==> config.mk <==
export PLATFORM = sky130hd
export DESIGN_NAME = lrast_ctrl
export DESIGN_NICKNAME = d
export VERILOG_FILES = /design/src/rtl/lrast_pkg.sv /design/src/rtl/lrast_ctrl.sv
export SDC_FILE = /design/constraint.sdc
export NUM_CORES = 1
export LEC_CHECK = 0
export BUFFER_PORTS_ARGS = -buffer_cell sky130_fd_sc_hd__buf_2
export CAP_MARGIN = 20
export CORE_AREA = 2 2 39 41
export DETAILED_ROUTE_END_ITERATION = 6
export DIE_AREA = 0 0 41 43
export GPL_TIMING_DRIVEN = 0
export PLACE_DENSITY_LB_ADDON = 0.05
export SYNTH_ARGS = -nofsm -noshare
export SYNTH_HDL_FRONTEND = slang
export SYNTH_SLANG_ARGS = --single-unit
export TNS_END_PERCENT = 5
==> constraint.sdc <==
create_clock -name clk_i -period 3.1 [get_ports clk_i]
set_clock_uncertainty 0.15 [all_clocks]
set_input_delay 0.31 -clock clk_i [delete_from_list [all_inputs] [get_ports clk_i]]
set_output_delay 0.31 -clock clk_i [all_outputs]
set_load 0.02 [all_outputs]
==> src/rtl/lrast_pkg.sv <==
// shared constants and control types for the range add, assign and sum block
package lrast_pkg;

  localparam int unsigned LEAVES_DEF = 1024;
  localparam int unsigned LEN_W      = 11;
  localparam int unsigned IDX_IN_W   = 10;
  localparam int unsigned OPND_W     = 32;
  localparam int unsigned SUM_W      = 64;
  localparam logic [LEN_W-1:0] LEN_RESET = 11'd1024;

  localparam logic [1:0] CMD_ADD  = 2'd0;
  localparam logic [1:0] CMD_SET  = 2'd1;
  localparam logic [1:0] CMD_SUM  = 2'd2;
  localparam logic [1:0] CMD_RSVD = 2'd3;

  typedef struct packed {
    logic load;
    logic clr;
    logic rd;
    logic wr;
  } ctl_t;

  typedef struct packed {
    logic empty;
    logic last;
    logic clr_last;
  } sts_t;

endpackage

==> src/rtl/lrast_ctrl.sv <==
// command sequencer: clearing pass, element sweep and result strobe
module lrast_ctrl (
  input  logic            clk_i,
  input  logic            rst_ni,
  input  logic            start,
  output logic            busy,
  input  logic [1:0]      command_i,
  input  lrast_pkg::sts_t sts_i,
  output lrast_pkg::ctl_t ctl_o,
  output logic            valid_o
);
  import lrast_pkg::*;

  typedef enum logic [2:0] {
    S_CLEAR, S_IDLE, S_RD, S_WR, S_DONE
  } state_e;

  state_e state_q;
  logic   ctl_is_sum_q;
  logic   accept;

  assign busy   = !(state_q == S_IDLE || state_q == S_DONE);
  assign accept = start && !busy;

  assign ctl_o.load = accept;
  assign ctl_o.clr  = (state_q == S_CLEAR);
  assign ctl_o.rd   = (state_q == S_RD);
  assign ctl_o.wr   = (state_q == S_WR);
  assign valid_o    = (state_q == S_DONE);

  always_ff @(posedge clk_i or negedge rst_ni) begin
    if (!rst_ni) begin
      state_q <= S_CLEAR;
    end else begin
      case (state_q)
        S_CLEAR: begin
          if (sts_i.clr_last) begin
            state_q <= S_IDLE;
          end
        end
        S_IDLE, S_DONE: begin
          if (accept && command_i inside {CMD_ADD, CMD_SET, CMD_SUM} && !sts_i.empty) begin
            state_q <= S_RD;
          end else if (accept && command_i == CMD_SUM) begin
            state_q <= S_DONE;
          end else begin
            state_q <= S_IDLE;
          end
        end
        S_RD: state_q <= S_WR;
        S_WR: begin
          if (!sts_i.last) begin
            state_q <= S_RD;
          end else if (ctl_is_sum_q) begin
            state_q <= S_DONE;
          end else begin
            state_q <= S_IDLE;
          end
        end
        default: state_q <= S_IDLE;
      endcase
    end
  end

  always_ff @(posedge clk_i or negedge rst_ni) begin
    if (!rst_ni) begin
      ctl_is_sum_q <= 1'b0;
    end else if (accept) begin
      ctl_is_sum_q <= (command_i == CMD_SUM);
    end
  end

endmodule

Word level (Yosys, flattened, before mapping)
Index checks and enable logic that the tools add are counted.
{ "word_totals": {"wordCells": 26, "output_inout_bits": 6, "ff_bits": 4} }
{ "op_classes": {"reduce_logical": 11, "n_mux": 6, "n_eq_ne": 7} }
{ "op_table": {"columns": ["operator", "n"], "rows": [
  ["3-bit two-way mux", 5],
  ["3-bit case mux with 4 select lines", 1],
  ["3-bit by 2-bit == test with 1-bit output, second input constant", 2],
  ["1-bit logical AND", 4],
  ["3-bit by 1-bit == test with 1-bit output, second input constant", 1],
  ["3-bit == test, second input constant", 1],
  ["3-bit zero test", 1],
  ["3-bit nonzero test", 1],
  ["2-bit by 1-bit == test with 1-bit output, second input constant", 1],
  ["2-bit == test, second input constant", 1],
  ["1-bit zero test", 2],
  ["2-bit zero test", 1],
  ["2-bit != test, second input constant", 1],
  ["2-bit OR reduction", 1],
  ["1-bit logical OR", 1]
]} }

Longest topological paths before layout
Gate-level depths: netlist of run 1.
{ "logic_depth": {"word_depth": 7, "ltp_mapped": 5, "depth_no_buf": 3} }

Worst setup path after synthesis of run 1
No wires, ideal clock.
{ "synth_timing": {"path_kind": "reg-to-output", "startpoint": "register state_q[0]", "endpoint": "output ctl_o[3] (netlist name)", "path_stages_with_launch": 6, "path_slack_ps": 1564, "path_buffers": 3, "arrival_ps": 1076, "path_cell_list": "dfrtp_1 > buf_6 > xor2_1 > and3b_1 > buf_6 > buf_4"} }
{ "synth_via": {"elab_chain_cells": 3, "elab_cells_between_ends": 4, "classes_between": "2 x eq/ne; 2 x reduce/logical"} }
{ "synth_rtl": {"columns": ["item", "line", "text"], "rows": [
  ["from (decl)", "lrast_ctrl.sv:18", "state_e state_q;"],
  ["from (signal assigned)", "lrast_ctrl.sv:33", "state_q <= S_CLEAR;"],
  ["from (signal assigned)", "lrast_ctrl.sv:38", "state_q <= S_IDLE;"],
  ["from (signal assigned)", "lrast_ctrl.sv:43", "state_q <= S_RD;"],
  ["3-bit by 1-bit == test with 1-bit output / 3-bit == test (equally long branches)", "lrast_ctrl.sv:22", "assign busy = !(state_q == S_IDLE || state_q == S_DONE);"],
  ["1-bit logical OR *", "lrast_ctrl.sv:22", null],
  ["1-bit logical AND *", "lrast_ctrl.sv:23", "assign accept = start && !busy;"],
  ["to (decl)", "lrast_ctrl.sv:9", "output lrast_pkg::ctl_t ctl_o,"]
]} }
Every way passes the cells marked *; elsewhere a longest branch is shown, timed or not.

Final worst setup path of run 1
Same ends and word-level chain as after synthesis.

==> results of run 1 <==
## cell type report
type	instances	area, µm²
multi-input combinational	21	141.4
inverter	1	3.754
clock buffer	3	22.52
buffer	3	30.03
sequential	4	100.1
fill	165	991.0
tap	16	20.02
timing repair buffer	14	75.07
## synth_stat cells, drive strengths merged, types with 2 or more instances
cell / count / area, µm²
nor2: 3 / 11.26
nand2b: 2 / 12.51
a21oi: 2 / 10.01
nor3: 2 / 10.01
buf: 3 / 30.03
dfrtp: 4 / 100.1
## layer usage
metal  track usage  vias up
li1              -      136
met1        0.1078      116
met2        0.1219       10
met3       0.04712        0
met4       0.06000        0
met5             0        -
## power by group
part / switching [µW] / internal, µW / total, µW
clock: 18.0 / 43.1 / 61.1
combinational: 104 / 98.0 / 202
sequential: 20.2 / 72.7 / 93.0
## worst min-delay path by stage
| stage | depth (start not counted) | to | start |
|---|---|---|---|
| CTS | 2 | state_q[2] | sts_i[2] |
| floorplan | 0 | ctl_is_sum_q | rst_ni |
| global placement | 1 | state_q[0] | rst_ni |
| finish | 2 | state_q[2] | sts_i[2] |
| detailed placement | 1 | state_q[0] | rst_ni |
| global route | 2 | state_q[2] | sts_i[2] |
## logic make-up (layout without fill, tap and decap cells)
logic type / Yosys count / after routing / synth area share
buf+inv: 4 / 21 / 0.1227
flops: 4 / 4 / 0.3637
xor+xnor: 1 / 1 / 0.03182
simple gates: 12 / 12 / 0.2500
mux: 1 / 1 / 0.05453
compound gates: 7 / 7 / 0.1773
## state kept, by name (all words and copies together), names as in the netlist
register,cells
state_q,3
ctl_is_sum_q,1
## what timing repair did
item / CTS / global route
resized for setup: 0 / 0
setup buffers: 0 / 0
endpoints found under the setup margin: 0 / 0
hold buffers: 1 / 0
hold endpoints to repair: 4 / 0
## per-stage QoR
stage	instances	utilization	cell area (µm²)
floorplan	29	-	275.3
global placement	58	0.2604	360.3
detailed placement	58	0.2604	360.3
CTS	62	0.2839	392.9
global route	62	0.2839	392.9
finish	62	0.2839	392.9
==> results.md, run 1 <==
* Starting density of the core at 0.1989
* Reg clk slew, reported paths at 0.04 ns
* Leading cell types in the layout, fill and taps excluded: 13 x buf_2, 4 x dfrtp_1, 3 x nor2_1, 3 x clkbuf_4
* TritonCTS clock tree: done
* Yosys reg bits at 4
* Rel. slew slack at 0.8633
* R2R cell count at 5
* Gate count of the mapped netlist at 29
* GP Congestion at 0.6359
* Sequential share of the synthesized area at 0.3636
* Max FO, Critical Path at 9
* CP Launch Type: register
* WP data required at 2.64 ns
* CP cell instances: buf_6 -> xor2_1 -> and3b_1 -> buf_6 -> buf_4 -> buf_2
* Final hold violation count at 0
* Min-delay worst type: input pin to register
* CTS Root Cell: clkbuf_4
* Syn-to-layout area delta at 42.73%
* Met3 routed WL at 62 µm
* PwrDens at 907.6 nW/µm²
* Peak VDD IR at 0.0002787 V
* Crit-path most repeated cell: buf_6
* Crit. End Element: output port
* Share of layout cells above drive strength 1 at 0.4348
* DRT iter0 DRCs at 4
* TritonRoute pass-1 iters at 3
* Status: complete, no violations
* Critical Path Slowest Stage Cell: dfrtp_1
* Rows at 14
* Global Route Usage Sum at 0.09082
* Initial antenna violation count at 0
* Critical Path Max Stage Delay at 0.36 ns
* CP Capture Point: ctl_o[3]
* Achievable clock frequency at 0.5156 GHz
* Core ar. at 1384 µm²
* Total negative slack at 0 ns
* H-tree depth at 1
* Post-synthesis cell type count at 20
* Total die area at 1763 µm²
* Critical path class: register to output port
* Critical path depth at 6
* Synth Flop Type: dfrtp_1
* Final worst slack at 1.160 ns
* Crit path arrival time at 1.48 ns
* Via count at 262
* Clock buffer depth at 2
* First-pass GRT wire length at 986 µm
* Worst Setup SP: state_q[0]
* Hold_ws at 0.2022 ns
* Final min period at 1.940 ns
* Final setup violation count at 0
* DR WL met2 at 307 µm
* Syn. warnings at 0
* Max-Cap Viols at 0
* Post-DP HPWL at 508.7 µm
* Die height at 43 µm
* Post-route ant nets at 0
* Num CTS Buffers at 3
* CP Buf/Inv Count at 4
* Fin crit share at 0.6257
* Cell Area, Synth at 275.3 µm²
* Vias in the first global route at 228
* Highest routed layer: met3
* Unrepaired setup endpoints after global routing: no
* Asr flop ratio synth at 1.000
* Flop2flop setup slack at 1.55 ns
* Most common cell after layout, fill and taps aside: buf_2
* WL final at 628 µm
* Syn_nets at 37
* Chip Width at 41 µm
* Per-cell routed wire length at 10.13 µm
* Final Max Tran Viols at 0
* Final nets at 56
* Worst reg2reg endpoint: ctl_is_sum_q
* Clock latency at the later pin of the worst-skew pair at 0.23 ns
* Largest net degree at the start of global routing at 10
* # clock sinks at 4
* Avg Inst Size Synth at 9.492 µm²
* Post-place setup slack at 1.407 ns
* Met1 wire length at 258 µm
* Leakage power at 0.0002132 µW
* Worst Tran Pin Value at 0.2050 ns
* Number of vias per cell at 4.226
* CP top delay family: buffers and inverters
* EDFF count, synth at 0
* Post-route DRC at 0
* Worst R2R Start: state_q[0]
* Overflow after GRT at 0
* Total Power at 356.6 µW
* Antenna cells at 0
* # IOs at 14
* Port bufs at 13
Note: power is estimated with default switching activity, not from simulation.
==> run 2: changes to the inputs <==
==> constraint.sdc (replaced) <==
create_clock -name clk_i -period 1.76 [get_ports clk_i]
set_clock_uncertainty 0.15 [all_clocks]
set_input_delay 0.176 -clock clk_i [delete_from_list [all_inputs] [get_ports clk_i]]
set_output_delay 0.176 -clock clk_i [all_outputs]
set_load 0.02 [all_outputs]
==> run 2 against run 1 <==
Final area increased by 4.8%. Count of clock-buffer cells in the layout unchanged. Register-to-register slack got worse by 1.4 ns. Sequential power increased by 76%. Worst hold slack got worse by 0.14 ns. Die area unchanged. Setup slack got worse by 1.1 ns. Total power increased by 85%. Critical path depth decreased by 1. Critical path type unchanged. Critical endpoint unchanged. Largest cell class unchanged.
==> results.md, run 2 (synthesized netlist as in run 1, its figures left out) <==
* Status: complete, no violations
* H-tree depth at 1
* Achievable clock frequency at 0.5877 GHz
* Max-Cap Viols at 0
* Worst R2R Start: state_q[0]
* Post-DP HPWL at 508.7 µm
* Share of layout cells above drive strength 1 at 0.4894
* Biggest regs: state_q x3, ctl_is_sum_q x1
* CP Capture Point: ctl_o[3]
* Global Route Usage Sum at 0.09284
* Unrepaired setup endpoints after global routing: no
* Per-cell routed wire length at 10.35 µm
* Max FO, Critical Path at 3
* Final min period at 1.702 ns
* DRT iter0 DRCs at 5
* CP Buf/Inv Count at 3
* Fin crit share at 0.9668
* Total negative slack at 0 ns
* CP cell instances: buf_6 -> xor2_2 -> and3b_2 -> buf_4 -> buf_6
* Final worst slack at 0.05843 ns
* First-pass GRT wire length at 1014 µm
* Final setup violation count at 0
* Critical Path Max Stage Delay at 0.36 ns
* Max FFs per register at 3
* Via count at 267
* CP Launch Type: register
* Largest net degree at the start of global routing at 9
* Num CTS Buffers at 3
* CTS Root Cell: clkbuf_4
* # clock sinks at 4
* Total die area at 1763 µm²
* Reg clk slew, reported paths at 0.04 ns
* Most common cell after layout, fill and taps aside: buf_2
* Worst reg2reg endpoint: ctl_is_sum_q
* Flop2flop setup slack at 0.16 ns
* Crit-path most repeated cell: buf_6
* Critical path depth at 5
* Overflow after GRT at 0
* Starting density of the core at 0.1989
* Reg with most FFs: state_q
* Min-delay worst type: input pin to register
* Total Power at 658.9 µW
* Syn-to-layout area delta at 49.55%
* Post-route DRC at 0
* TritonCTS clock tree: done
* Final hold violation count at 0
* Leakage power at 0.0002190 µW
* Crit. End Element: output port
* Vias in the first global route at 227
* Critical Path Slowest Stage Cell: dfrtp_1
* Core ar. at 1384 µm²
* WP data required at 1.43 ns
* Peak VDD IR at 0.0004649 V
* Number of vias per cell at 4.238
* WL final at 652 µm
* Rows at 14
* Worst Tran Pin Value at 0.2025 ns
* Initial antenna violation count at 0
* Die height at 43 µm
* Final nets at 57
* Clock buffer depth at 2
* Post-placement cell area at 360.3 µm²
* Final Max Tran Viols at 0
* Rel. slew slack at 0.8650
* GP Congestion at 0.6359
* Critical path class: register to output port
* CP top delay family: buffers and inverters
* TritonRoute pass-1 iters at 4
* Design area at 411.6 µm²
* Port bufs at 13
* Clock latency at the later pin of the worst-skew pair at 0.23 ns
* Worst Setup SP: state_q[0]
* PwrDens at 1601 nW/µm²
* # IOs at 14
* R2R cell count at 5
* Chip Width at 41 µm
* Post-route ant nets at 0
* Leading cell types in the layout, fill and taps excluded: 12 x buf_2, 4 x dfrtp_1, 3 x nor2_1, 3 x buf_4, 3 x clkbuf_4
* Antenna cells at 0
* Crit path arrival time at 1.38 ns
* Post-place setup slack at 0.2014 ns
## run 2: changes by cell type in the layout (fill, tap and decap cells not counted), sizes merged
cell | before | now
buf | 16 | 17
## run 2: metal layers
| layer | global-route usage | part of all wire |
|---|---|---|
| met5 | 0 | 0 |
| met4 | 0.06000 | 0 |
| met3 | 0.04712 | 0.095 |
| met1 | 0.1111 | 0.39 |
| met2 | 0.1250 | 0.51 |
## run 2: final cells by class
class | count | area, µm²
plain buffers | 2 | 18.77
flip-flops and latches | 4 | 100.1
inverters | 1 | 3.754
well taps | 16 | 20.02
clock buffers | 3 | 22.52
fillers | 160 | 972.2
repair buffers | 16 | 96.34
multi-input cells | 21 | 150.1
## run 2: worst min-delay path by stage
stage          startpoint            to  slack [ns]  cells past startpoint
2_1_floorplan      rst_ni  ctl_is_sum_q       -0.27                      0
3_3_place_gp       rst_ni    state_q[0]       -0.17                      1
3_5_place_dp       rst_ni    state_q[0]       -0.17                      1
4_1_cts          sts_i[2]    state_q[2]        0.06                      2
5_1_grt          sts_i[2]    state_q[2]        0.07                      2
6_report         sts_i[2]    state_q[2]        0.07                      2
## run 2: metrics by stage
step,util,std cells,hold slack (ns)
4_1_cts,0.2839,62,0.05946
3_5_place_dp,0.2604,58,-0.1653
6_report,0.2975,63,0.06688
2_1_floorplan,-,29,-0.2696
3_3_place_gp,0.2604,58,-0.1689
5_1_grt,0.2975,63,0.06921
## run 2: report_power, final
part	switching (µW)	internal (µW)	leakage (µW)
logic	192	195	0.000155
clock network	31.8	75.9	0.0000138
registers	36.1	128	0.0000501
## run 2: what timing repair did
action / CTS / global route
pin swaps: 1 / 1
gates resized for setup: 2 / 2
setup buffers: 1 / 1
setup endpoints to repair: 1 / 1
hold buffers: 1 / 0
endpoints found under the hold margin: 4 / 0
==> run 3: changes to the inputs <==
==> constraint.sdc (replaced) <==
create_clock -name clk_i -period 1.76 [get_ports clk_i]
set_clock_uncertainty 0.15 [all_clocks]
set_input_delay 0.088 -clock clk_i [delete_from_list [all_inputs] [get_ports clk_i]]
set_output_delay 0.088 -clock clk_i [all_outputs]
set_load 0.02 [all_outputs]
==> run 3 against run 2 <==
Register-to-register slack better by 0.07 ns. Final area up 5.8%. Utilization up 1.7 points. Total power up 3.8%. Setup slack better by 0.0044 ns. Flip-flop and latch count unchanged. Worst hold slack worse by 0.022 ns. Routed wire length down 2.1%.
==> results.md, run 3 (synthesized netlist as in run 1, its figures left out) <==
* Reg with most FFs: state_q
* Leading cell types in the layout, fill and taps excluded: 12 x buf_2, 5 x buf_4, 4 x dfrtp_1
* Post-placement cell area at 360.3 µm²
* # clock sinks at 4
* Total negative slack at 0 ns
* H-tree depth at 1
* Min-delay worst type: input pin to asynchronous set/reset pin
* Reg clk slew, reported paths at 0.04 ns
* Biggest regs: state_q x3, ctl_is_sum_q x1
* Post-route ant nets at 0
* Final Max Tran Viols at 0
* Critical Path Slowest Stage Cell: dfrtp_1
* Via count at 277
* Number of vias per cell at 4.197
* Clock buffer depth at 2
* WL final at 638 µm
* Initial antenna violation count at 0
* Overflow after GRT at 0
* Sw Pwr at 263.2 µW
* Critical Path Max Stage Delay at 0.36 ns
* Most common cell after layout, fill and taps aside: buf_2
* Max FO, Critical Path at 6
* Status: complete, no violations
* CP cell instances: buf_6 -> xor2_2 -> and3b_1 -> buf_6 -> buf_4 -> buf_4
* Combinational fraction of design power at 0.602
* Port bufs at 13
* Leakage power at 0.0002326 µW
* Post-DP HPWL at 508.7 µm
* Unrepaired setup endpoints after global routing: no
* First-pass GRT wire length at 986 µm
* Chip Width at 41 µm
* Largest net degree at the start of global routing at 10
* Max FFs per register at 3
* Antenna cells at 0
* Rel. slew slack at 0.8625
* Share of layout cells above drive strength 1 at 0.4800
* TritonRoute pass-1 iters at 3
* Final worst slack at 0.06282 ns
* Per-cell routed wire length at 9.667 µm
* Rows at 14
* Post-route DRC at 0
* Syn-to-layout area delta at 58.18%
* Achievable clock frequency at 0.5892 GHz
* DRT iter0 DRCs at 4
* Max-Cap Viols at 0
* Dpl cells at 58
* # IOs at 14
* Final hold violation count at 0
* GP Congestion at 0.6359
* Core ar. at 1384 µm²
* Crit. End Element: output port
* Clock power share at 0.157
* Global Route Usage Sum at 0.09082
* Peak VDD IR at 0.0004814 V
* Worst Tran Pin Value at 0.2062 ns
* Critical path class: register to output port
* Clock latency at the later pin of the worst-skew pair at 0.23 ns
* CTS Root Cell: clkbuf_4
* Design area at 435.4 µm²
* Non-Filler Instances at 66
* Final min period at 1.697 ns
* Final setup violation count at 0
* Die height at 43 µm
* Part of the power in registers at 0.241
* Fillers at 160
* Final nets at 60
* Crit path arrival time at 1.46 ns
* CP Launch Type: register
* Starting density of the core at 0.1989
* R2R cell count at 5
* WP data required at 1.52 ns
* Sw Share at 0.3850
* Fin util at 0.3146
* Post-place setup slack at 0.2277 ns
* Fin crit share at 0.9643
* TritonCTS clock tree: done
* Total die area at 1763 µm²
* Pint at 420.5 µW
* Num CTS Buffers at 3
* PwrDens at 1570 nW/µm²
* Vias in the first global route at 228
run 3: stage by stage:
step	total power (µW)	hold slack (ns)
global route	738.3	0.06763
detailed placement	524.6	-0.2533
CTS	645.0	0.04374
global placement	523.4	-0.2569
floorplan	429.4	-0.3576
finish	683.6	0.04534
run 3: layer usage:
metal	track usage	vias up	share of wire
met2	0.1219	10	0.51
met5	0	-	0
li1	-	143	-
met1	0.1078	124	0.40
met4	0.06000	0	0
met3	0.04712	0	0.092
run 3: final cells by class:
cell class,instances,area [µm²],share of cell area
well taps,16,20.02,0.04598
clock buffers,3,22.52,0.05172
inverters,1,3.754,0.008621
repair buffers,18,110.1,0.2529
plain buffers,3,30.03,0.06897
flip-flops and latches,4,100.1,0.2299
multi-input cells,21,148.9,0.3420
run 3: power groups by stage:
stage	sequential [µW]	clock (µW)	combinational (µW)
floorplan	155	0	275
global placement	165	0	358
detailed placement	165	0	359
CTS	164	115	365
global route	171	120	447
finish	165	108	411
run 3: repair_timing:
item / 4_1_cts / 5_1_grt
buffers inserted: 0 / 3
endpoints found under the setup margin: 0 / 1
gates resized for setup: 0 / 2
endpoints found under the hold margin: 5 / 0
hold buffers: 2 / 0
run 3: worst paths after layout:
kind	to	start	slack, ns
worst min-delay path	state_q[0]	rst_ni	0.05
worst max-delay path	ctl_o[3]	state_q[0]	0.06
worst max register to register	ctl_is_sum_q	state_q[0]	0.23
worst min register to register	ctl_is_sum_q	ctl_is_sum_q	0.38
max in group asynchronous	state_q[2]	rst_ni	1.29
min in group clk_i	state_q[1]	sts_i[1]	0.07
run 3: critical path: cells and delay by family, from the launching register on:
family | cells | cell delay (ns)
simple gates | 1 | 0.18
buf+inv | 4 | 0.52
xor+xnor | 1 | 0.16
flops | 1 | 0.36
